File: src/rtl/crfc_pkg.sv
package crfc_pkg;

   localparam logic [1:0] KIND_CMD  = 2'd0;
   localparam logic [1:0] KIND_DATA = 2'd1;
   localparam logic [1:0] KIND_RUN  = 2'd2;

   localparam logic [7:0] CMD_COLUMN_ADDR = 8'h2A;
   localparam logic [7:0] CMD_ROW_ADDR    = 8'h2B;
   localparam logic [7:0] CMD_MEM_WRITE   = 8'h2C;
   localparam logic [7:0] ADDR_HIGH_BYTE  = 8'h00;

   localparam logic [1:0] CSR_PANEL_WIDTH   = 2'd0;
   localparam logic [1:0] CSR_PANEL_HEIGHT  = 2'd1;
   localparam logic [1:0] CSR_COLUMN_OFFSET = 2'd2;
   localparam logic [1:0] CSR_ROW_OFFSET    = 2'd3;

   typedef struct packed {
      logic signed [15:0] origin_x;
      logic signed [15:0] origin_y;
      logic signed [15:0] extent_w;
      logic signed [15:0] extent_h;
      logic [15:0]        fill_color;
   } req_type;

   typedef struct packed {
      logic [1:0]  kind;
      logic [7:0]  byte_value;
      logic [15:0] run_color;
      logic [15:0] run_count;
      logic        last;
   } rsp_type;

   // clipped window, ready to stream
   typedef struct packed {
      logic [7:0]  col_lo;
      logic [7:0]  col_hi;
      logic [7:0]  row_lo;
      logic [7:0]  row_hi;
      logic [7:0]  run_w;
      logic [7:0]  run_h;
      logic [15:0] color;
   } job_type;

endpackage

File: src/rtl/crfc_front.sv
module crfc_front #(
   parameter int QUEUE_DEPTH = 4
) (
   input  logic                             clock,
   input  logic                             reset,
   input  logic                             req_start,
   output logic                             req_busy,
   input  crfc_pkg::req_type                req_word,
   input  logic                             csr_write,
   input  logic [1:0]                       csr_index,
   input  logic [7:0]                       csr_data,
   input  logic [$clog2(QUEUE_DEPTH+1)-1:0] q_count,
   output logic                             q_push,
   output crfc_pkg::job_type                q_job
);

   localparam int CW = $clog2(QUEUE_DEPTH + 1);

   logic [7:0] panel_w_ff, panel_h_ff, col_off_ff, row_off_ff;

   // clamp stage, config captured with the word
   logic               s1_valid_ff, s1_valid_in;
   logic [15:0]        s1_x_ff, s1_x_in, s1_y_ff, s1_y_in;
   logic signed [16:0] s1_w_ff, s1_w_in, s1_h_ff, s1_h_in;
   logic [15:0]        s1_color_ff;
   logic [7:0]         s1_pw_ff, s1_ph_ff, s1_coff_ff, s1_roff_ff;

   logic               accept;
   logic signed [17:0] x_end, y_end, w_trim, h_trim;
   logic               w_over, h_over;

   assign req_busy = ({1'b0, q_count} + (CW+1)'(s1_valid_ff)) >= (CW+1)'(QUEUE_DEPTH);
   assign accept   = req_start && !req_busy;

   always_comb begin
      s1_valid_in = accept;
      if (req_word.origin_x[15]) begin
         s1_x_in = '0;
         s1_w_in = 17'(req_word.extent_w) + 17'(req_word.origin_x);
      end else begin
         s1_x_in = req_word.origin_x;
         s1_w_in = 17'(req_word.extent_w);
      end
      if (req_word.origin_y[15]) begin
         s1_y_in = '0;
         s1_h_in = 17'(req_word.extent_h) + 17'(req_word.origin_y);
      end else begin
         s1_y_in = req_word.origin_y;
         s1_h_in = 17'(req_word.extent_h);
      end
   end

   always_ff @(posedge clock) begin
      if (reset) begin
         panel_w_ff  <= 8'd128;
         panel_h_ff  <= 8'd160;
         col_off_ff  <= 8'd0;
         row_off_ff  <= 8'd0;
         s1_valid_ff <= 1'b0;
      end else begin
         s1_valid_ff <= s1_valid_in;
         if (csr_write) begin
            case (csr_index)
               crfc_pkg::CSR_PANEL_WIDTH:   panel_w_ff <= csr_data;
               crfc_pkg::CSR_PANEL_HEIGHT:  panel_h_ff <= csr_data;
               crfc_pkg::CSR_COLUMN_OFFSET: col_off_ff <= csr_data;
               crfc_pkg::CSR_ROW_OFFSET:    row_off_ff <= csr_data;
               default: ;
            endcase
         end
      end
      s1_x_ff     <= s1_x_in;
      s1_y_ff     <= s1_y_in;
      s1_w_ff     <= s1_w_in;
      s1_h_ff     <= s1_h_in;
      s1_color_ff <= req_word.fill_color;
      s1_pw_ff    <= panel_w_ff;
      s1_ph_ff    <= panel_h_ff;
      s1_coff_ff  <= col_off_ff;
      s1_roff_ff  <= row_off_ff;
   end

   // trim against the panel edge
   always_comb begin
      x_end  = signed'({2'b00, s1_x_ff}) + 18'(s1_w_ff);
      y_end  = signed'({2'b00, s1_y_ff}) + 18'(s1_h_ff);
      w_over = x_end > signed'({10'd0, s1_pw_ff});
      h_over = y_end > signed'({10'd0, s1_ph_ff});
      w_trim = w_over ? signed'({10'd0, s1_pw_ff}) - signed'({2'b00, s1_x_ff})
                      : 18'(s1_w_ff);
      h_trim = h_over ? signed'({10'd0, s1_ph_ff}) - signed'({2'b00, s1_y_ff})
                      : 18'(s1_h_ff);
      q_push = s1_valid_ff && (w_trim > 18'sd0) && (h_trim > 18'sd0);

      // a non-empty window lies inside the panel, so low bytes are exact
      q_job.col_lo = s1_x_ff[7:0] + s1_coff_ff;
      q_job.col_hi = s1_x_ff[7:0] + w_trim[7:0] - 8'd1 + s1_coff_ff;
      q_job.row_lo = s1_y_ff[7:0] + s1_roff_ff;
      q_job.row_hi = s1_y_ff[7:0] + h_trim[7:0] - 8'd1 + s1_roff_ff;
      q_job.run_w  = w_trim[7:0];
      q_job.run_h  = h_trim[7:0];
      q_job.color  = s1_color_ff;
   end

endmodule

File: src/rtl/crfc_queue.sv
module crfc_queue #(
   parameter int DEPTH = 4
) (
   input  logic                       clock,
   input  logic                       reset,
   input  logic                       push,
   input  crfc_pkg::job_type          push_job,
   input  logic                       pop,
   output logic                       head_valid,
   output crfc_pkg::job_type          head_job,
   output logic [$clog2(DEPTH+1)-1:0] count
);

   localparam int PW = (DEPTH > 1) ? $clog2(DEPTH) : 1;
   localparam int CW = $clog2(DEPTH + 1);

   crfc_pkg::job_type slot_ff [DEPTH];
   logic [PW-1:0] wr_ptr_ff, wr_ptr_in, rd_ptr_ff, rd_ptr_in;
   logic [CW-1:0] count_ff, count_in;

   always_comb begin
      wr_ptr_in = wr_ptr_ff;
      rd_ptr_in = rd_ptr_ff;
      count_in  = count_ff;
      if (push) begin
         wr_ptr_in = (wr_ptr_ff == PW'(DEPTH - 1)) ? '0 : wr_ptr_ff + PW'(1);
      end
      if (pop) begin
         rd_ptr_in = (rd_ptr_ff == PW'(DEPTH - 1)) ? '0 : rd_ptr_ff + PW'(1);
      end
      if (push && !pop) begin
         count_in = count_ff + CW'(1);
      end else if (pop && !push) begin
         count_in = count_ff - CW'(1);
      end
   end

   always_ff @(posedge clock) begin
      if (reset) begin
         wr_ptr_ff <= '0;
         rd_ptr_ff <= '0;
         count_ff  <= '0;
      end else begin
         wr_ptr_ff <= wr_ptr_in;
         rd_ptr_ff <= rd_ptr_in;
         count_ff  <= count_in;
      end
      if (push) begin
         slot_ff[wr_ptr_ff] <= push_job;
      end
   end

   assign head_valid = count_ff != '0;
   assign head_job   = slot_ff[rd_ptr_ff];
   assign count      = count_ff;

endmodule

File: src/rtl/crfc_back.sv
module crfc_back (
   input  logic               clock,
   input  logic               reset,
   input  logic               head_valid,
   input  crfc_pkg::job_type  head_job,
   output logic               pop,
   output logic               rsp_strobe,
   output crfc_pkg::rsp_type  rsp_word
);

   typedef enum logic [3:0] {
      ST_COL_CMD, ST_COL_SH, ST_COL_SL, ST_COL_EH, ST_COL_EL,
      ST_ROW_CMD, ST_ROW_SH, ST_ROW_SL, ST_ROW_EH, ST_ROW_EL,
      ST_MEM_CMD, ST_RUN
   } step_type;

   step_type          step_ff, step_in;
   logic              active_ff, active_in;
   crfc_pkg::job_type job_ff, job_in;
   logic              strobe_ff, strobe_in;
   crfc_pkg::rsp_type rsp_ff, rsp_in;
   step_type          step_next;

   always_comb begin
      case (step_ff)
         ST_COL_CMD: step_next = ST_COL_SH;
         ST_COL_SH:  step_next = ST_COL_SL;
         ST_COL_SL:  step_next = ST_COL_EH;
         ST_COL_EH:  step_next = ST_COL_EL;
         ST_COL_EL:  step_next = ST_ROW_CMD;
         ST_ROW_CMD: step_next = ST_ROW_SH;
         ST_ROW_SH:  step_next = ST_ROW_SL;
         ST_ROW_SL:  step_next = ST_ROW_EH;
         ST_ROW_EH:  step_next = ST_ROW_EL;
         ST_ROW_EL:  step_next = ST_MEM_CMD;
         ST_MEM_CMD: step_next = ST_RUN;
         default:    step_next = ST_COL_CMD;
      endcase
   end

   always_comb begin
      // next window starts straight after the pixel run word
      pop       = head_valid && (!active_ff || step_ff == ST_RUN);
      active_in = active_ff;
      step_in   = step_ff;
      job_in    = job_ff;
      if (pop) begin
         active_in = 1'b1;
         step_in   = ST_COL_CMD;
         job_in    = head_job;
      end else if (active_ff) begin
         if (step_ff == ST_RUN) begin
            active_in = 1'b0;
         end else begin
            step_in = step_next;
         end
      end

      strobe_in         = active_ff;
      rsp_in            = '0;
      rsp_in.kind       = crfc_pkg::KIND_DATA;
      rsp_in.byte_value = crfc_pkg::ADDR_HIGH_BYTE;
      case (step_ff)
         ST_COL_CMD: begin
            rsp_in.kind       = crfc_pkg::KIND_CMD;
            rsp_in.byte_value = crfc_pkg::CMD_COLUMN_ADDR;
         end
         ST_COL_SL: rsp_in.byte_value = job_ff.col_lo;
         ST_COL_EL: rsp_in.byte_value = job_ff.col_hi;
         ST_ROW_CMD: begin
            rsp_in.kind       = crfc_pkg::KIND_CMD;
            rsp_in.byte_value = crfc_pkg::CMD_ROW_ADDR;
         end
         ST_ROW_SL: rsp_in.byte_value = job_ff.row_lo;
         ST_ROW_EL: rsp_in.byte_value = job_ff.row_hi;
         ST_MEM_CMD: begin
            rsp_in.kind       = crfc_pkg::KIND_CMD;
            rsp_in.byte_value = crfc_pkg::CMD_MEM_WRITE;
         end
         ST_RUN: begin
            rsp_in.kind       = crfc_pkg::KIND_RUN;
            rsp_in.byte_value = '0;
            rsp_in.run_color  = job_ff.color;
            rsp_in.run_count  = {8'd0, job_ff.run_w} * {8'd0, job_ff.run_h};
            rsp_in.last       = 1'b1;
         end
         default: ;
      endcase
   end

   always_ff @(posedge clock) begin
      job_ff <= job_in;
      rsp_ff <= rsp_in;
      if (reset) begin
         step_ff   <= ST_COL_CMD;
         active_ff <= 1'b0;
         strobe_ff <= 1'b0;
      end else begin
         step_ff   <= step_in;
         active_ff <= active_in;
         strobe_ff <= strobe_in;
      end
   end

   assign rsp_strobe = strobe_ff;
   assign rsp_word   = rsp_ff;

endmodule

File: src/rtl/clipped_rect_fill_command_stream_top.sv
// Rectangle fill to LCD address-window command stream.
// Request: raise req_start with req_word (signed origin and extent, RGB565
// colour); the word is taken on a clock edge where req_busy is low.
// The rectangle is clipped to the panel; an empty result gives no words.
// Otherwise twelve rsp words follow, one per cycle, each shown for one cycle
// with rsp_strobe high: column command and four address bytes, row command
// and four bytes, memory-write command, then the pixel run (last set).
// A request passes the clamp stage and the job queue to the sequencer, whose
// rsp words are registered. Sustained rate is set by the single response port;
// requests are taken every cycle until queued jobs plus the word in the clamp
// stage reach QUEUE_DEPTH, then busy rises.
// Registers on csr_*: 0 panel width, 1 panel height, 2 column offset,
// 3 row offset; write only while idle. Each request uses the values current
// when it was taken.
// Reset (synchronous) empties queue and sequencer and restores the register
// defaults 128, 160, 0, 0. The receiver has no back-pressure.
module clipped_rect_fill_command_stream_top #(
   parameter int QUEUE_DEPTH = 4
) (
   input  logic              clock,
   input  logic              reset,
   input  logic              req_start,
   output logic              req_busy,
   input  crfc_pkg::req_type req_word,
   output logic              rsp_strobe,
   output crfc_pkg::rsp_type rsp_word,
   input  logic              csr_write,
   input  logic [1:0]        csr_index,
   input  logic [7:0]        csr_data
);

   localparam int CW = $clog2(QUEUE_DEPTH + 1);

   logic              q_push, q_pop, q_valid;
   crfc_pkg::job_type q_job, q_head;
   logic [CW-1:0]     q_count;

   crfc_front #(.QUEUE_DEPTH(QUEUE_DEPTH)) u_front (
      .clock     (clock),
      .reset     (reset),
      .req_start (req_start),
      .req_busy  (req_busy),
      .req_word  (req_word),
      .csr_write (csr_write),
      .csr_index (csr_index),
      .csr_data  (csr_data),
      .q_count   (q_count),
      .q_push    (q_push),
      .q_job     (q_job)
   );

   crfc_queue #(.DEPTH(QUEUE_DEPTH)) u_queue (
      .clock      (clock),
      .reset      (reset),
      .push       (q_push),
      .push_job   (q_job),
      .pop        (q_pop),
      .head_valid (q_valid),
      .head_job   (q_head),
      .count      (q_count)
   );

   crfc_back u_back (
      .clock      (clock),
      .reset      (reset),
      .head_valid (q_valid),
      .head_job   (q_head),
      .pop        (q_pop),
      .rsp_strobe (rsp_strobe),
      .rsp_word   (rsp_word)
   );

`ifndef SYNTHESIS
   a_no_overflow : assert property (@(posedge clock) disable iff (reset)
      q_push |-> (q_count < CW'(QUEUE_DEPTH)))
      else $error("job queue overflow");

   a_last_is_run : assert property (@(posedge clock) disable iff (reset)
      rsp_strobe |-> (rsp_word.last == (rsp_word.kind == crfc_pkg::KIND_RUN)))
      else $error("last flag not on pixel run");

   a_run_nonzero : assert property (@(posedge clock) disable iff (reset)
      (rsp_strobe && rsp_word.kind == crfc_pkg::KIND_RUN) |-> (rsp_word.run_count != 16'd0))
      else $error("empty pixel run emitted");

   a_run_after_memwr : assert property (@(posedge clock) disable iff (reset)
      (rsp_strobe && rsp_word.kind == crfc_pkg::KIND_CMD
       && rsp_word.byte_value == crfc_pkg::CMD_MEM_WRITE)
      |=> (rsp_strobe && rsp_word.kind == crfc_pkg::KIND_RUN))
      else $error("pixel run does not follow memory write");
`endif

endmodule

File: config.mk
export PLATFORM = sky130hd
export DESIGN_NAME = clipped_rect_fill_command_stream_top
export DESIGN_NICKNAME = d
export VERILOG_FILES = /design/src/rtl/crfc_pkg.sv /design/src/rtl/crfc_front.sv /design/src/rtl/crfc_queue.sv /design/src/rtl/crfc_back.sv /design/src/rtl/clipped_rect_fill_command_stream_top.sv
export SDC_FILE = /design/constraint.sdc
export NUM_CORES = 1
export LEC_CHECK = 0
export BUFFER_PORTS_ARGS = -buffer_cell sky130_fd_sc_hd__buf_2
export CORE_MARGIN = 2
export CORE_UTILIZATION = 62
export DETAILED_ROUTE_END_ITERATION = 8
export PLACE_DENSITY = 0.86
export SYNTH_ARGS = -nofsm -noshare
export SYNTH_HDL_FRONTEND = slang
export SYNTH_SLANG_ARGS = --single-unit
export TNS_END_PERCENT = 1
File: constraint.sdc
create_clock -name clock -period 8.1 [get_ports clock]
set_input_delay 0.81 -clock clock [delete_from_list [all_inputs] [get_ports clock]]
set_output_delay 0.81 -clock clock [all_outputs]
set_load 0.01 [all_outputs]
# Yosys cells after proc, flatten, opt, wreduce, memory -nomap -nowiden
# Memory sizes are Yosys's and may differ from the RTL's. A register that Yosys moved wholly into a read port is not among the register bits.
# Cells that the tools add are included.
[word_totals] output_inout_bits=45 memories=2 rom_bits=64 latchBits=0 wordCells=104 inputBits=94 ff_bits=199 mem_bits_rw=256
[memory_table] name="u_queue.slot_ff" depth=4 width=64 read_ports=1 rd_ports_with_merged_regs=1 write_ports=1 line_no="crfc_queue.sv:17" source="crfc_pkg::job_type slot_ff [DEPTH];"
[memory_table] name="(no name shown)" depth=16 width=4 read_ports=1 rd_ports_with_merged_regs=1 write_ports=0 line_no="crfc_back.sv:25" source="case (step_ff)"
[op_classes] n_mux=16 eq_ne=12 n_mul=1 shifts=0 bitwise_logic=1 n_addsub=19 n_div=0 n_reduce_logical=22 n_lt_le_gt_ge=5
[op_table] op="8-bit case mux with 7 select lines" count=1
[op_table] op="8-bit adder" count=6
[op_table] op="17-bit by 17-bit adder with 18-bit output" count=2
[op_table] op="18-bit by 1-bit greater-than comparator with 1-bit output (second input constant)" count=2
[op_table] op="18-bit by 9-bit greater-than comparator with 1-bit output" count=2
[op_table] op="18-bit two-way mux" count=2
[op_table] op="16-bit by 16-bit adder with 17-bit output" count=2
[op_table] op="17-bit two-way mux" count=2
[op_table] op="8-bit by 16-bit subtractor with 17-bit output" count=2
[op_table] op="8-bit by 8-bit multiplier with 16-bit output" count=1
[op_table] op="8-bit by 1-bit subtractor with 8-bit output (second input constant)" count=2
[op_table] op="4-bit by 3-bit == test with 1-bit output (second input constant)" count=3
[op_table] op="4-bit == test (second input constant)" count=3
[op_table] op="2-bit AND reduction" count=5
[op_table] op="2-bit == test (second input constant)" count=4
[op_table] op="1-bit logical AND" count=6
[op_table] op="1-bit two-way mux" count=6
[op_table] op="3-bit two-way mux" count=2
[op_table] op="2-bit by 1-bit adder with 2-bit output (second input constant)" count=2
[op_table] op="3-bit by 1-bit adder with 4-bit output" count=1
[op_table] op="4-bit by 2-bit == test with 1-bit output (second input constant)" count=1
[op_table] op="4-bit by 3-bit >= comparator with 1-bit output (second input constant)" count=1
[op_table] op="1-bit zero test" count=4
[op_table] op="4-bit zero test" count=1
[op_table] op="12 further kinds" count=13

# Depth between registers and ports, before layout
# Gate-level depths: netlist of run 1.
[logic_depth] ltp_word=10 ltp_mapped=30 ltp_nobuf=29

# Cells and area by module
# From an unflattened synthesis of run 1, not the netlist that was laid out.
[unflattened] cells_unflattened=1943 area_unflattened_um2=25320.5
[by_module_without_submodules] mod="crfc_front" seq_area_each_um2=2902.8 cells_per_inst=1086 area_per_inst_um2=9806.9 instances=1
[by_module_without_submodules] mod="crfc_queue" seq_area_each_um2=7867.5 cells_per_inst=377 area_per_inst_um2=9744.3 instances=1
[by_module_without_submodules] mod="crfc_back" seq_area_each_um2=2882.8 cells_per_inst=480 area_per_inst_um2=5769.3 instances=1

# Worst setup path after synthesis of run 1
# Ideal clock, no wire load.
[synth_timing] path_type="flip-flop to flip-flop" startpoint="register u_front.s1_y_ff[0]" endpoint="memory u_queue.slot_ff[0][39] (netlist bit), data pin" setup_time_ps=288 n_path_buf=1 stages_incl_launch_ff=30 synth_period_minus_slack_ps=5923 t_arrival_ps=5634 required_ps=7812 slack_ps=2177 path_cell_list="dfxtp_1 > ha_1 > fa_1 > a21oi_2 > nor2b_1 > nor2_1 > xnor2_1 > ha_1 > or3_1 > a221oi_2 > o21ai_0 > a21oi_1 > nand4_1 > a2111oi_2 > o2111ai_1 > and2_2 > clkbuf_1 > a21oi_1 > nor2_1 > fa_1 > inv_1 > ha_1 > fa_1 > a21oi_1 > nor2_1 > nor2_1 > o21bai_1 > a21oi_1 > xnor2_1 > xnor2_1"
[synth_lines] element="from (decl)" line_no="crfc_front.sv:23" source="logic [15:0] s1_x_ff, s1_x_in, s1_y_ff, s1_y_in;"
[synth_lines] element="from (signal assigned)" line_no="crfc_front.sv:73" source="s1_y_ff <= s1_y_in;"
[synth_lines] element="to (decl)" line_no="crfc_queue.sv:17"

==> metrics.txt, run 1 <==
# TYPE chip_impl_metric gauge
chip_impl_info{name="run_status",value="completed"} 1
chip_impl_metric{name="netlist_area",unit="mm2"} 0.0251
chip_impl_metric{name="hpwl",unit="mm"} 37.6
chip_impl_metric{name="synth_enable_flop_cells",unit=""} 320
chip_impl_metric{name="final_util",unit=""} 0.704
chip_impl_metric{name="grt_util_all_layers",unit=""} 0.266
chip_impl_metric{name="tritoncts_num_sinks",unit=""} 520
chip_impl_metric{name="critPathRequiredTime",unit="ps"} 8480
chip_impl_metric{name="postSynthCellCount",unit=""} 1943
chip_impl_metric{name="asyncSetResetFlopFracSynth",unit=""} 0
chip_impl_metric{name="initial_core_util",unit=""} 0.629
chip_impl_metric{name="synth_area_per_cell",unit="um2"} 12.9
chip_impl_info{name="rsz0062_at_grt",value="false"} 1
chip_impl_metric{name="drc",unit=""} 0
chip_impl_metric{name="post_cts_setup_buffer_count",unit=""} 0
chip_impl_info{name="worst_r2r_startpoint",value="u_front.s1_x_ff[1]$_SDFF_PP0_"} 1
chip_impl_info{name="critical_path.reg2reg.endpoint",value="u_queue.slot_ff[1][55]$_DFFE_PP_"} 1
chip_impl_metric{name="slew_headroom",unit=""} 0.295
chip_impl_info{name="synth-main-ff-cell",value="sky130_fd_sc_hd__edfxtp_1"} 1
chip_impl_metric{name="ir_drop",unit="mV"} 0.331
chip_impl_info{name="cts_root_buffer",value="sky130_fd_sc_hd__clkbuf_16"} 1
chip_impl_metric{name="hold_bufs_at_cts",unit=""} 0
chip_impl_metric{name="post_drt_via_cell_ratio",unit=""} 5.89
chip_impl_metric{name="worst_clock_skew",unit="ps"} 29.9
chip_impl_metric{name="syn_to_final_growth",unit="%"} 11.9
chip_impl_metric{name="post_cts.resized_instances",unit=""} 0
chip_impl_info{name="critical_path_class",value="flip-flop to flip-flop"} 1
chip_impl_metric{name="pre_cts_ws",unit="ps"} 1490
chip_impl_metric{name="mappedNetlistNets",unit=""} 2277
chip_impl_info{name="cp_common_cell",value="sky130_fd_sc_hd__a21oi_1"} 1
chip_impl_metric{name="register_to_register_path_setup_slack",unit="ps"} 1380
chip_impl_metric{name="worst_max_slew_pin_slew",unit="ps"} 1050
chip_impl_info{name="min-delay-path-class",value="input pin to flip-flop"} 1
chip_impl_metric{name="last_weighted_congestion_value_of_the_routability_driven_placer",unit=""} 0.956
chip_impl_metric{name="clock.fmax",unit="MHz"} 149
chip_impl_metric{name="die_area",unit="mm2"} 0.0420
chip_impl_metric{name="clock_tree.htree_level_count",unit=""} 2
chip_impl_metric{name="final_antenna_net_count",unit=""} 0
chip_impl_metric{name="gr-total-overflow",unit=""} 0
chip_impl_metric{name="route.detailed.wl_per_inst",unit="um"} 20.5
chip_impl_metric{name="power_density",unit="mW/mm2"} 361
chip_impl_metric{name="total_number_of_vias",unit=""} 15700
chip_impl_metric{name="nNetsFinal",unit=""} 2430
chip_impl_metric{name="core.rowCount",unit=""} 73
chip_impl_metric{name="synthDistinctLibCells",unit=""} 72
chip_impl_info{name="min-delay-start",value="req_word[1]"} 1
chip_impl_metric{name="cts_made_buffers",unit=""} 51
chip_impl_metric{name="ioPinCount",unit=""} 139
chip_impl_info{name="crit_family",value="compound AO/OA/AOI/OAI gates"} 1
chip_impl_info{name="crit_path_end_kind",value="flip-flop"} 1
chip_impl_metric{name="first_pass_iters",unit=""} 5
chip_impl_metric{name="worst-path-buf-inv",unit=""} 1
chip_impl_metric{name="setup_violations",unit=""} 0
chip_impl_metric{name="p_leak",unit="nW"} 11.4
chip_impl_metric{name="first_pass_grt_wire_length",unit="mm"} 85.7
chip_impl_metric{name="clk_path_buf_depth",unit=""} 3
chip_impl_metric{name="fp.dieH",unit="um"} 205
chip_impl_metric{name="maxCapViolations",unit=""} 0
chip_impl_metric{name="dp.cells",unit=""} 2568
chip_impl_metric{name="antenna_found_initial",unit=""} 2
chip_impl_metric{name="finalHoldWorstSlack",unit="ps"} 292
chip_impl_metric{name="dr.first_iter.drc_count",unit=""} 1304
chip_impl_info{name="tritoncts_clock_tree",value="yes"} 1
chip_impl_metric{name="ys_ff_latch",unit=""} 520
chip_impl_metric{name="synth.yosys.warnings",unit=""} 0
chip_impl_metric{name="setup_tns",unit="ps"} 0
chip_impl_info{name="destination_of_the_worst_hold_path",value="u_front.s1_color_ff[1]$_DFF_P_"} 1
chip_impl_metric{name="report.final.hold_viol_count",unit=""} 0
chip_impl_metric{name="placeableCoreArea",unit="mm2"} 0.0398
chip_impl_metric{name="layoutNonFillerInstCount",unit=""} 2665
chip_impl_metric{name="grt_max_degree",unit=""} 66
chip_impl_metric{name="die_x",unit="um"} 205
chip_impl_info{name="cp-start-kind",value="flip-flop"} 1
chip_impl_metric{name="clk_latency",unit="ps"} 610
chip_impl_metric{name="layout_setup_ws",unit="ps"} 1380
chip_impl_metric{name="share_of_layout_cells_above_drive_strength_1",unit=""} 0.164
chip_impl_info{name="slowest_stage",value="sky130_fd_sc_hd__dfxtp_1"} 1
chip_impl_metric{name="cp.arrival",unit="ps"} 7110
chip_impl_metric{name="first_global_vias",unit=""} 16000
chip_impl_metric{name="cts.clk_slew.worst_paths",unit="ps"} 60
chip_impl_metric{name="timing.final.crit_share",unit=""} 0.830
chip_impl_metric{name="synth-seq-area-share",unit=""} 0.543
chip_impl_metric{name="fill_cells",unit=""} 2642
chip_impl_metric{name="hold-path-cell-count",unit=""} 1
chip_impl_metric{name="postRouteWirelength",unit="mm"} 54.6
chip_impl_metric{name="r2r_cells",unit=""} 27
chip_impl_metric{name="cp_max_fo",unit=""} 10
chip_impl_metric{name="place.port_buffers",unit=""} 138
chip_impl_metric{name="critical-path-max-stage-delay",unit="ps"} 490
chip_impl_metric{name="number_of_max_slew_violations_in_the_final_report",unit=""} 0
chip_impl_metric{name="timing.final.crit_period",unit="ps"} 6720
==> registers in the layout, summed over array words and instances (netlist names) <==
name / cells
u_front.s1_h_ff: 17
u_queue.wr_ptr_ff: 2
u_front.s1_ph_ff: 8
u_front.col_off_ff: 8
u_front.s1_valid_ff: 1
u_front.row_off_ff: 8
u_back.rsp_strobe: 1
u_front.s1_x_ff: 15
u_front.panel_w_ff: 8
u_front.s1_coff_ff: 8
u_back.job_ff: 64
u_back.rsp_word: 42
u_front.panel_h_ff: 8
u_front.s1_y_ff: 15
u_back.active_ff: 1
u_front.s1_color_ff: 16
u_queue.count: 3
u_back.step_ff: 4
u_front.s1_w_ff: 17
u_front.s1_pw_ff: 8
u_queue.rd_ptr_ff: 2
u_front.s1_roff_ff: 8
u_queue.slot_ff: 256
==> report_power, final <==
group	internal [mW]	switching [mW]
logic	1.87	2.32
clock network	1.38	1.01
registers	3.29	0.246
==> final cells by class <==
cell class	instances	area, um2	area share
clock inverter	31	348	0.0124
multi-input combinational	1189	10600	0.377
timing repair buffer	148	766	0.0273
clock buffer	64	1390	0.0494
inverter	186	698	0.0249
antenna	2	5.00	0.000179
sequential	520	13600	0.486
tap	525	657	0.0234
==> through the flow <==
stage / cell area [um2] / power, mW
after floorplan: 25100 / 6.76
after global placement: 26300 / 7.50
after detailed placement: 26300 / 7.73
after CTS: 28000 / 10.2
after global routing: 28000 / 10.9
final: 28000 / 10.1
==> cells in the mapped netlist (all sizes together) (9+ instances only) <==
library cell,number,area [um2]
o21ai,47,235
a21boi,16,120
nor2,118,443
mux4,64,1440
mux2i,41,410
nor2b,46,288
edfxtp,320,9610
nand3,21,105
and3,11,68.8
xor2,33,289
nand2,89,337
a21o,32,240
or2,11,68.8
ha,181,2260
mux2,24,270
o31ai,13,97.6
and2,57,358
o21a,11,82.6
dfxtp,200,4000
inv,185,694
clkbuf,34,128
o21bai,14,105
xnor2,53,464
buf,14,61.3
or3,9,56.3
a21oi,90,458
nor3,26,130
fa,59,1180
nand4,10,62.6
==> cells in the final DEF (no fill, tap or decap), types with 6 or more instances in the layout <==
| master | n |
|---|---|
| sky130_fd_sc_hd__nand3_1 | 21 |
| sky130_fd_sc_hd__clkinv_1 | 11 |
| sky130_fd_sc_hd__xnor2_1 | 53 |
| sky130_fd_sc_hd__o21ai_0 | 46 |
| sky130_fd_sc_hd__a32oi_1 | 7 |
| sky130_fd_sc_hd__clkbuf_1 | 7 |
| sky130_fd_sc_hd__o21a_1 | 11 |
| sky130_fd_sc_hd__or2_2 | 11 |
| sky130_fd_sc_hd__fa_1 | 59 |
| sky130_fd_sc_hd__edfxtp_1 | 320 |
| sky130_fd_sc_hd__nand2_1 | 88 |
| sky130_fd_sc_hd__clkbuf_8 | 6 |
| sky130_fd_sc_hd__mux2_2 | 24 |
| sky130_fd_sc_hd__clkbuf_16 | 51 |
| sky130_fd_sc_hd__a211oi_1 | 8 |
| sky130_fd_sc_hd__o31ai_1 | 13 |
| sky130_fd_sc_hd__a21oi_1 | 88 |
| sky130_fd_sc_hd__nor3_1 | 26 |
| sky130_fd_sc_hd__nand2b_1 | 8 |
| sky130_fd_sc_hd__and2_1 | 56 |
| sky130_fd_sc_hd__dfxtp_1 | 198 |
| sky130_fd_sc_hd__inv_1 | 184 |
| sky130_fd_sc_hd__buf_4 | 10 |
| sky130_fd_sc_hd__xor2_1 | 33 |
| sky130_fd_sc_hd__a21boi_0 | 16 |
| sky130_fd_sc_hd__nand4_1 | 10 |
| sky130_fd_sc_hd__o21bai_1 | 14 |
| sky130_fd_sc_hd__mux2i_1 | 41 |
| sky130_fd_sc_hd__and3_1 | 7 |
| sky130_fd_sc_hd__nor4_1 | 8 |
| sky130_fd_sc_hd__a211o_1 | 8 |
| sky130_fd_sc_hd__nor2_1 | 118 |
| sky130_fd_sc_hd__a21o_1 | 32 |
| sky130_fd_sc_hd__or3_1 | 9 |
| sky130_fd_sc_hd__ha_1 | 181 |
| sky130_fd_sc_hd__buf_2 | 138 |
| sky130_fd_sc_hd__mux4_2 | 64 |
| sky130_fd_sc_hd__clkinv_2 | 8 |
| sky130_fd_sc_hd__nor2b_1 | 46 |
==> cell families after synthesis <==
logic type                 share of synthesized area
AOI/OAI and AO/OA                             0.0806
xor gates and xnor gates                      0.0301
adders and majority gates                      0.138
buffers and inverters                         0.0354
DFF                                            0.543
muxes                                         0.0847
and+or+nand+nor                               0.0883
==> worst max-delay path by stage <==
| stage | startpoint | to | slack (ps) | depth (start not counted) |
|---|---|---|---|---|
| 2_1_floorplan | u_front.s1_y_ff[0]$_SDFF_PP0_ | u_queue.slot_ff[0][39]$_DFFE_PP_ | 2180 | 29 |
| 4_1_cts | u_front.s1_y_ff[0]$_SDFF_PP0_ | u_queue.slot_ff[1][39]$_DFFE_PP_ | 1430 | 29 |
| 6_report | u_front.s1_x_ff[1]$_SDFF_PP0_ | u_queue.slot_ff[1][55]$_DFFE_PP_ | 1380 | 27 |
| 3_5_place_dp | u_front.s1_y_ff[0]$_SDFF_PP0_ | u_queue.slot_ff[1][39]$_DFFE_PP_ | 1490 | 29 |
| 3_3_place_gp | u_front.s1_y_ff[0]$_SDFF_PP0_ | u_queue.slot_ff[0][39]$_DFFE_PP_ | 1700 | 28 |
| 5_1_grt | u_front.s1_x_ff[3]$_SDFF_PP0_ | u_queue.slot_ff[0][55]$_DFFE_PP_ | 760 | 27 |
==> layer usage <==
layer  vias to the layer above  GRT usage  wire length, um  share of wire
met5                         -          0                0              0
met4                         0     0.0820             1540          0.028
met3                       106     0.0369             3380          0.062
met2                       630      0.454            27000           0.49
met1                      7657      0.354            22800           0.42
li1                       7311          -                -              -
(Power assumes the default switching activity.)
==> run 2: changes to the inputs <==
==> constraint.sdc (replaced) <==
create_clock -name clock -period 6.2 [get_ports clock]
set_input_delay 0.62 -clock clock [delete_from_list [all_inputs] [get_ports clock]]
set_output_delay 0.62 -clock clock [all_outputs]
set_load 0.01 [all_outputs]
==> run 2 against run 1 <==
Against the previous run: the run now ends with setup timing left; cell area increased by 2.8%; core utilization up 2.0 points; critical path depth up 1; critical path type unchanged; critical endpoint is now u_queue.slot_ff[0][39]$_DFFE_PP_; highest routed layer unchanged.
==> metrics.txt, run 2 (same netlist as run 1, synthesis figures left out) <==
# TYPE chip_impl_metric gauge
chip_impl_info{name="run_status",value="complete, but fails checks"} 1
chip_impl_info{name="violated_checks",value="setup timing"} 1
chip_impl_metric{name="fill_cells",unit=""} 2536
chip_impl_metric{name="first_pass_grt_wire_length",unit="mm"} 86.7
chip_impl_info{name="cts_root_buffer",value="sky130_fd_sc_hd__clkbuf_16"} 1
chip_impl_info{name="setup.worst_path.end",value="u_queue.slot_ff[0][39]$_DFFE_PP_"} 1
chip_impl_info{name="critical_path.reg2reg.endpoint",value="u_queue.slot_ff[0][39]$_DFFE_PP_"} 1
chip_impl_metric{name="r2r_cells",unit=""} 28
chip_impl_metric{name="timing.final.crit_period",unit="ps"} 6260
chip_impl_metric{name="first_pass_iters",unit=""} 7
chip_impl_metric{name="initial_core_util",unit=""} 0.629
chip_impl_metric{name="layoutNonFillerInstCount",unit=""} 2706
chip_impl_metric{name="grt_util_all_layers",unit=""} 0.267
chip_impl_info{name="crit_path_end_kind",value="flip-flop"} 1
chip_impl_metric{name="ioPinCount",unit=""} 139
chip_impl_info{name="tritoncts_clock_tree",value="yes"} 1
chip_impl_info{name="max_flop_register",value="u_queue.slot_ff"} 1
chip_impl_metric{name="p_leak",unit="nW"} 11.7
chip_impl_metric{name="critPathRequiredTime",unit="ps"} 6510
chip_impl_info{name="slowest_stage",value="sky130_fd_sc_hd__fa_1"} 1
chip_impl_metric{name="clk_path_buf_depth",unit=""} 3
chip_impl_metric{name="clock_tree.htree_level_count",unit=""} 2
chip_impl_metric{name="last_weighted_congestion_value_of_the_routability_driven_placer",unit=""} 0.955
chip_impl_metric{name="dp.cells",unit=""} 2593
chip_impl_metric{name="final_antenna_net_count",unit=""} 0
chip_impl_metric{name="total_number_of_vias",unit=""} 16100
chip_impl_metric{name="worst_max_slew_pin_slew",unit="ps"} 1160
chip_impl_metric{name="first_global_vias",unit=""} 16500
chip_impl_info{name="cp-start-kind",value="flip-flop"} 1
chip_impl_info{name="mostFrequentLayoutCell",value="sky130_fd_sc_hd__edfxtp_1"} 1
chip_impl_metric{name="tritoncts_num_sinks",unit=""} 520
chip_impl_metric{name="postRouteWirelength",unit="mm"} 55.7
chip_impl_metric{name="design_area",unit="mm2"} 0.0288
chip_impl_metric{name="dr.first_iter.drc_count",unit=""} 1401
chip_impl_info{name="min-delay-path-class",value="input pin to flip-flop"} 1
chip_impl_info{name="layout.cells.most_common_list",value="sky130_fd_sc_hd__edfxtp_1, sky130_fd_sc_hd__dfxtp_1, sky130_fd_sc_hd__inv_1, sky130_fd_sc_hd__ha_1, sky130_fd_sc_hd__buf_2"} 1
chip_impl_metric{name="placeableCoreArea",unit="mm2"} 0.0398
chip_impl_info{name="min-delay-start",value="req_word[9]"} 1
chip_impl_metric{name="cts_made_buffers",unit=""} 51
chip_impl_metric{name="post_drt_via_cell_ratio",unit=""} 5.95
chip_impl_metric{name="number_of_max_slew_violations_in_the_final_report",unit=""} 0
chip_impl_metric{name="core.rowCount",unit=""} 73
chip_impl_metric{name="clock.fmax",unit="MHz"} 160
chip_impl_metric{name="place.port_buffers",unit=""} 138
chip_impl_metric{name="timing.final.crit_share",unit=""} 1.01
chip_impl_metric{name="drc",unit=""} 0
chip_impl_metric{name="share_of_layout_cells_above_drive_strength_1",unit=""} 0.212
chip_impl_metric{name="power_density",unit="mW/mm2"} 472
chip_impl_metric{name="maxCapViolations",unit=""} 0
chip_impl_metric{name="worst_clock_skew",unit="ps"} 41.8
chip_impl_info{name="startpoint",value="u_front.s1_y_ff[4]$_SDFF_PP0_"} 1
chip_impl_metric{name="die_area",unit="mm2"} 0.0420
chip_impl_metric{name="report.final.hold_viol_count",unit=""} 0
chip_impl_metric{name="grt_max_degree",unit=""} 67
chip_impl_metric{name="detailed_place.area",unit="mm2"} 0.0265
chip_impl_metric{name="syn_to_final_growth",unit="%"} 15.1
chip_impl_metric{name="critical-path-max-stage-delay",unit="ps"} 500
chip_impl_metric{name="hpwl",unit="mm"} 37.4
chip_impl_info{name="rsz0062_at_grt",value="true"} 1
chip_impl_metric{name="slew_headroom",unit=""} 0.222
chip_impl_info{name="worst_r2r_startpoint",value="u_front.s1_y_ff[4]$_SDFF_PP0_"} 1
chip_impl_metric{name="route.detailed.wl_per_inst",unit="um"} 20.6
chip_impl_metric{name="nNetsFinal",unit=""} 2471
chip_impl_metric{name="ir_drop",unit="mV"} 0.533
chip_impl_metric{name="antenna_found_initial",unit=""} 1
chip_impl_metric{name="die_x",unit="um"} 205
chip_impl_metric{name="gr-total-overflow",unit=""} 0
chip_impl_metric{name="setup_violations",unit=""} 4
chip_impl_metric{name="fp.dieH",unit="um"} 205
chip_impl_metric{name="largest_register_ffs",unit=""} 256
chip_impl_info{name="cp_common_cell",value="sky130_fd_sc_hd__ha_2"} 1
chip_impl_metric{name="cp_max_fo",unit=""} 5
chip_impl_metric{name="layout_setup_ws",unit="ps"} -62.7
chip_impl_metric{name="finalHoldWorstSlack",unit="ps"} 97.8
chip_impl_metric{name="clk_latency",unit="ps"} 620
chip_impl_info{name="critical_path_class",value="flip-flop to flip-flop"} 1
chip_impl_metric{name="cts.clk_slew.worst_paths",unit="ps"} 60
chip_impl_metric{name="hold-path-cell-count",unit=""} 1
chip_impl_metric{name="cp.arrival",unit="ps"} 6570
chip_impl_metric{name="register_to_register_path_setup_slack",unit="ps"} -60
## run 2: how the worst min path moves through the flow
stage                                           endpoint  slack, ps
after detailed placement     u_front.s1_pw_ff[1]$_DFF_P_        340
final                     u_front.s1_color_ff[9]$_DFF_P_        100
after global routing      u_front.s1_color_ff[0]$_DFF_P_         80
after floorplan              u_front.s1_pw_ff[7]$_DFF_P_        320
after CTS                 u_front.s1_color_ff[9]$_DFF_P_         70
after global placement       u_front.s1_pw_ff[7]$_DFF_P_        330
## run 2: cell type report
type	count	area (um2)	share of cell area
Tap cell	525	657	0.0228
Multi-Input combinational cell	1189	10900	0.379
Clock inverter	20	289	0.0100
Inverter	186	701	0.0243
Antenna cell	1	2.50	0.0000868
Timing Repair Buffer	189	1130	0.0391
Sequential cell	520	13600	0.473
Clock buffer	76	1490	0.0518
## run 2: report_power, final
part / internal [mW] / total (mW) / switching [mW]
Sequential: 4.29 / 4.59 / 0.300
Clock: 1.86 / 3.18 / 1.33
Combinational: 2.60 / 5.84 / 3.24
Total: 8.75 / 13.6 / 4.86
## run 2: what timing repair did
item | 4_1_cts | 5_1_grt
setup endpoints to repair | 12 | 24
hold buffers | 0 | 0
pin swaps | 11 | 48
cloned | 0 | 0
buffers inserted | 1 | 15
gates resized for setup | 20 | 71
## run 2: layer usage
layer / vias up / track usage / part of all wire
met3: 146 / 0.0409 / 0.062
met2: 656 / 0.463 / 0.50
met5: - / 0 / 0
li1: 7401 / - / -
met4: 0 / 0.0922 / 0.035
met1: 7888 / 0.345 / 0.41
## run 2: worst max-delay path, delay by kind of cell, from the launching register on
kind / cells / cell delay (ps)
flops: 1 / 360
buf+inv: 2 / 120
compound gates: 8 / 1570
xor+xnor: 3 / 420
fa+ha+maj: 6 / 1920
mux: 1 / 330
simple gates: 8 / 1220
## run 2: through the flow
stage | util | total power, mW | setup slack (ps) | setup TNS (ps)
2_1_floorplan | - | 8.83 | 277 | 0
3_3_place_gp | 0.666 | 9.82 | -32.0 | -128
3_5_place_dp | 0.666 | 10.1 | -243 | -1630
4_1_cts | 0.713 | 13.5 | 20.8 | 0
5_1_grt | 0.724 | 14.5 | -305 | -2950
6_report | 0.724 | 13.6 | -62.7 | -249
==> run 3: changes to the inputs <==
--- a/config.mk
+++ b/config.mk
@@ -9,8 +9,9 @@
 export CORE_MARGIN = 2
 export CORE_UTILIZATION = 62
 export DETAILED_ROUTE_END_ITERATION = 8
-export PLACE_DENSITY = 0.86
+export PLACE_DENSITY = 0.81
 export SYNTH_ARGS = -nofsm -noshare
 export SYNTH_HDL_FRONTEND = slang
+export SYNTH_HIERARCHICAL = 1
 export SYNTH_SLANG_ARGS = --single-unit
 export TNS_END_PERCENT = 1
==> run 3 against run 2 <==
Against the previous run: the run now ends clean; non-clock buffer count fell by 34; register-to-register slack improved by 350 ps; critical path depth fell by 2; largest cell class unchanged; cell area fell by 2.2%; critical path type unchanged; highest routed layer unchanged.
==> metrics.txt, run 3 <==
# TYPE chip_impl_metric gauge
chip_impl_info{name="run_status",value="completed"} 1
chip_impl_metric{name="route.detailed.wl_per_inst",unit="um"} 19.9
chip_impl_metric{name="seqCellArea",unit="mm2"} 0.0137
chip_impl_metric{name="register_to_register_path_setup_slack",unit="ps"} 280
chip_impl_metric{name="fp.dieH",unit="um"} 206
chip_impl_metric{name="number_of_max_slew_violations_in_the_final_report",unit=""} 0
chip_impl_info{name="rsz0062_at_grt",value="false"} 1
chip_impl_metric{name="die_area",unit="mm2"} 0.0425
chip_impl_metric{name="timing.final.crit_share",unit=""} 0.954
chip_impl_metric{name="worst_max_slew_pin_slew",unit="ps"} 1030
chip_impl_metric{name="ioPinCount",unit=""} 139
chip_impl_info{name="gr-max-usage-layer",value="met2"} 1
chip_impl_metric{name="netSwitchingFraction",unit=""} 0.377
chip_impl_metric{name="largest_register_ffs",unit=""} 256
chip_impl_metric{name="r2r_cells",unit=""} 26
chip_impl_metric{name="placeableCoreArea",unit="mm2"} 0.0406
chip_impl_metric{name="antenna_found_initial",unit=""} 0
chip_impl_metric{name="asyncSetResetFlopFracSynth",unit=""} 0
chip_impl_metric{name="last_weighted_congestion_value_of_the_routability_driven_placer",unit=""} 0.917
chip_impl_metric{name="drc",unit=""} 0
chip_impl_metric{name="clock.fmax",unit="MHz"} 169
chip_impl_metric{name="netlist_area",unit="mm2"} 0.0253
chip_impl_metric{name="maxCapViolations",unit=""} 0
chip_impl_metric{name="antenna_diodes",unit=""} 0
chip_impl_metric{name="critPathRequiredTime",unit="ps"} 6570
chip_impl_metric{name="hpwl",unit="mm"} 38.5
chip_impl_metric{name="synth_top_cell_area_share",unit=""} 0.380
chip_impl_metric{name="synth.yosys.warnings",unit=""} 6
chip_impl_metric{name="power_density",unit="mW/mm2"} 481
chip_impl_metric{name="gr-total-overflow",unit=""} 0
chip_impl_metric{name="clk_path_buf_depth",unit=""} 3
chip_impl_metric{name="place.port_buffers",unit=""} 138
chip_impl_metric{name="seq_power_share",unit=""} 0.335
chip_impl_metric{name="p_leak",unit="nW"} 11.5
chip_impl_info{name="synth.top_cells.by_count",value="sky130_fd_sc_hd__edfxtp_1, sky130_fd_sc_hd__dfxtp_1, sky130_fd_sc_hd__inv_1, sky130_fd_sc_hd__ha_1, sky130_fd_sc_hd__nor2_1"} 1
chip_impl_metric{name="nNetsFinal",unit=""} 2437
chip_impl_metric{name="synth_area_per_cell",unit="um2"} 13.0
chip_impl_info{name="cts_root_buffer",value="sky130_fd_sc_hd__clkbuf_16"} 1
chip_impl_metric{name="first_pass_iters",unit=""} 6
chip_impl_metric{name="core.rowCount",unit=""} 74
chip_impl_info{name="synthDominantAreaCellType",value="sky130_fd_sc_hd__edfxtp_1"} 1
chip_impl_metric{name="cp_max_fo",unit=""} 11
chip_impl_metric{name="post_drt_via_cell_ratio",unit=""} 5.80
chip_impl_metric{name="mappedNetlistNets",unit=""} 2279
chip_impl_info{name="max_flop_register",value="u_queue/slot_ff"} 1
chip_impl_info{name="startpoint",value="u_front/s1_y_ff[0]$_SDFF_PP0_"} 1
chip_impl_metric{name="syn_to_final_growth",unit="%"} 11.4
chip_impl_info{name="min-delay-path-class",value="input pin to flip-flop"} 1
chip_impl_info{name="tritoncts_clock_tree",value="yes"} 1
chip_impl_metric{name="initial_core_util",unit=""} 0.624
chip_impl_metric{name="first_global_vias",unit=""} 15700
chip_impl_metric{name="timing.final.crit_period",unit="ps"} 5920
chip_impl_metric{name="setup_tns",unit="ps"} 0
chip_impl_metric{name="cp.arrival",unit="ps"} 6290
chip_impl_metric{name="synthDistinctLibCells",unit=""} 85
chip_impl_metric{name="p_sw",unit="mW"} 5.12
chip_impl_metric{name="worst_clock_skew",unit="ps"} 11.4
chip_impl_metric{name="final_util",unit=""} 0.695
chip_impl_info{name="crit_family",value="adder cells"} 1
chip_impl_metric{name="grt.met2_usage",unit=""} 0.436
chip_impl_info{name="layout.cells.most_common_list",value="sky130_fd_sc_hd__edfxtp_1, sky130_fd_sc_hd__dfxtp_1, sky130_fd_sc_hd__inv_1, sky130_fd_sc_hd__ha_1, sky130_fd_sc_hd__buf_2"} 1
chip_impl_info{name="mostFrequentLayoutCell",value="sky130_fd_sc_hd__edfxtp_1"} 1
chip_impl_metric{name="ir_drop",unit="mV"} 0.804
chip_impl_metric{name="clk_latency",unit="ps"} 580
chip_impl_info{name="post-synth-top-count-cell",value="sky130_fd_sc_hd__edfxtp_1"} 1
chip_impl_info{name="worst_r2r_startpoint",value="u_front/s1_y_ff[0]$_SDFF_PP0_"} 1
chip_impl_metric{name="multi_input_gate_area_in_the_final_layout",unit="mm2"} 0.0107
chip_impl_metric{name="synth_enable_flop_cells",unit=""} 320
chip_impl_info{name="crit_path_end_kind",value="flip-flop"} 1
chip_impl_info{name="slowest_stage",value="sky130_fd_sc_hd__fa_1"} 1
chip_impl_metric{name="fill_cells",unit=""} 2806
chip_impl_metric{name="first_pass_grt_wire_length",unit="mm"} 83.8
chip_impl_metric{name="report.final.hold_viol_count",unit=""} 0
chip_impl_metric{name="share_of_layout_cells_above_drive_strength_1",unit=""} 0.170
chip_impl_metric{name="clock_power_share",unit=""} 0.215
chip_impl_metric{name="worst-path-buf-inv",unit=""} 2
chip_impl_info{name="cp-start-kind",value="flip-flop"} 1
chip_impl_metric{name="power_frac_comb",unit=""} 0.450
chip_impl_metric{name="setup_violations",unit=""} 0
chip_impl_metric{name="cts.clk_slew.worst_paths",unit="ps"} 60
chip_impl_metric{name="worst_path_depth",unit=""} 26
chip_impl_metric{name="die_x",unit="um"} 206
chip_impl_metric{name="grt_max_degree",unit=""} 67
chip_impl_metric{name="slew_headroom",unit=""} 0.313
chip_impl_metric{name="postSynthCellCount",unit=""} 1943
chip_impl_metric{name="power",unit="mW"} 13.6
chip_impl_metric{name="synth-seq-area-share",unit=""} 0.539
chip_impl_info{name="synth-main-ff-cell",value="sky130_fd_sc_hd__edfxtp_1"} 1
chip_impl_metric{name="postRouteWirelength",unit="mm"} 53.3
chip_impl_metric{name="final_antenna_net_count",unit=""} 0
chip_impl_metric{name="internal_power",unit="mW"} 8.46
chip_impl_metric{name="hold_bufs_at_cts",unit=""} 0
chip_impl_metric{name="grt_util_all_layers",unit=""} 0.256
chip_impl_metric{name="grt_met3_usage",unit=""} 0.0361
chip_impl_metric{name="use_met1",unit=""} 0.344
chip_impl_metric{name="critical-path-max-stage-delay",unit="ps"} 550
chip_impl_metric{name="total_number_of_vias",unit=""} 15500
chip_impl_info{name="setup.worst_path.end",value="u_queue/slot_ff[0][39]$_DFFE_PP_"} 1
chip_impl_metric{name="ys_ff_latch",unit=""} 522
chip_impl_metric{name="cts_made_buffers",unit=""} 51
chip_impl_metric{name="tritoncts_num_sinks",unit=""} 522
chip_impl_metric{name="clock_tree.htree_level_count",unit=""} 2
chip_impl_info{name="critical_path.reg2reg.endpoint",value="u_queue/slot_ff[0][39]$_DFFE_PP_"} 1
chip_impl_info{name="critical_path_class",value="flip-flop to flip-flop"} 1
chip_impl_metric{name="dr.first_iter.drc_count",unit=""} 1110
chip_impl_info{name="synth.top_cells.by_area",value="sky130_fd_sc_hd__edfxtp_1, sky130_fd_sc_hd__dfxtp_1, sky130_fd_sc_hd__ha_1"} 1
[run 3: how the worst min path moves through the flow]
stage / startpoint / to / slack, ps / depth (start not counted)
2_1_floorplan: u_front/panel_w_ff[7]$_SDFFE_PP1P_ / u_front/s1_pw_ff[7]$_DFF_P_ / 320 / 0
3_3_place_gp: u_front/panel_w_ff[7]$_SDFFE_PP1P_ / u_front/s1_pw_ff[7]$_DFF_P_ / 330 / 0
3_5_place_dp: u_front/panel_w_ff[7]$_SDFFE_PP1P_ / u_front/s1_pw_ff[7]$_DFF_P_ / 330 / 0
4_1_cts: req_word[4] / u_front/s1_color_ff[4]$_DFF_P_ / 100 / 1
5_1_grt: req_word[7] / u_front/s1_color_ff[7]$_DFF_P_ / 100 / 1
6_report: req_word[1] / u_front/s1_color_ff[1]$_DFF_P_ / 140 / 1
[run 3: logic make-up (layout without fill, tap and decap cells)]
logic type                 Yosys count  after routing  synth area share
adders and majority gates          242            242             0.137
AOI/OAI and AO/OA                  300            300            0.0800
muxes                              138            138            0.0886
buffers and inverters              242            440            0.0408
and+or+nand+nor                    418            418            0.0863
xor gates and xnor gates            81             81            0.0280
DFF                                522            522             0.539
[run 3: layout make-up]
cell class | count | area share
multi-input combinational | 1179 | 0.379
clock buffer | 72 | 0.0510
timing repair buffer | 155 | 0.0312
tap | 532 | 0.0236
sequential | 522 | 0.484
inverter | 192 | 0.0256
clock inverter | 21 | 0.00532
[run 3: worst register-to-register path, delay by kind of cell, from the launching register on]
family | cells | cell delay (ps)
DFF | 1 | 350
xor gates and xnor gates | 3 | 530
adders and majority gates | 6 | 2090
buffers and inverters | 2 | 240
muxes | 1 | 180
and+or+nand+nor | 6 | 880
AOI/OAI and AO/OA | 8 | 1420
[run 3: layer usage]
metal,vias to the layer above,wire (um)
li1,7363,-
met1,7609,23200
met2,455,26200
met3,85,2550
met4,0,1360
met5,-,0
[run 3: what timing repair did]
| action | CTS | global route |
|---|---|---|
| gates resized for setup | 0 | 12 |
| setup endpoints to repair | 0 | 8 |
| buffers inserted | 0 | 1 |
[run 3: metrics by stage]
step | cells | setup slack, ps | hold slack, ps | area, um2
floorplan | 1943 | 726 | 324 | 25300
global placement | 2579 | 398 | 330 | 26600
detailed placement | 2579 | 171 | 334 | 26600
CTS | 2672 | 154 | 105 | 28100
global route | 2673 | 18.0 | 105 | 28200
finish | 2673 | 283 | 139 | 28200
[run 3: power by group through the flow]
stage          combinational [mW]  clock, mW  sequential [mW]
2_1_floorplan                4.86          0             4.46
3_3_place_gp                 5.85          0             4.60
3_5_place_dp                 6.04          0             4.62
4_1_cts                      6.11       2.99             4.55
5_1_grt                      6.90       3.11             4.58
6_report                     6.11       2.92             4.55
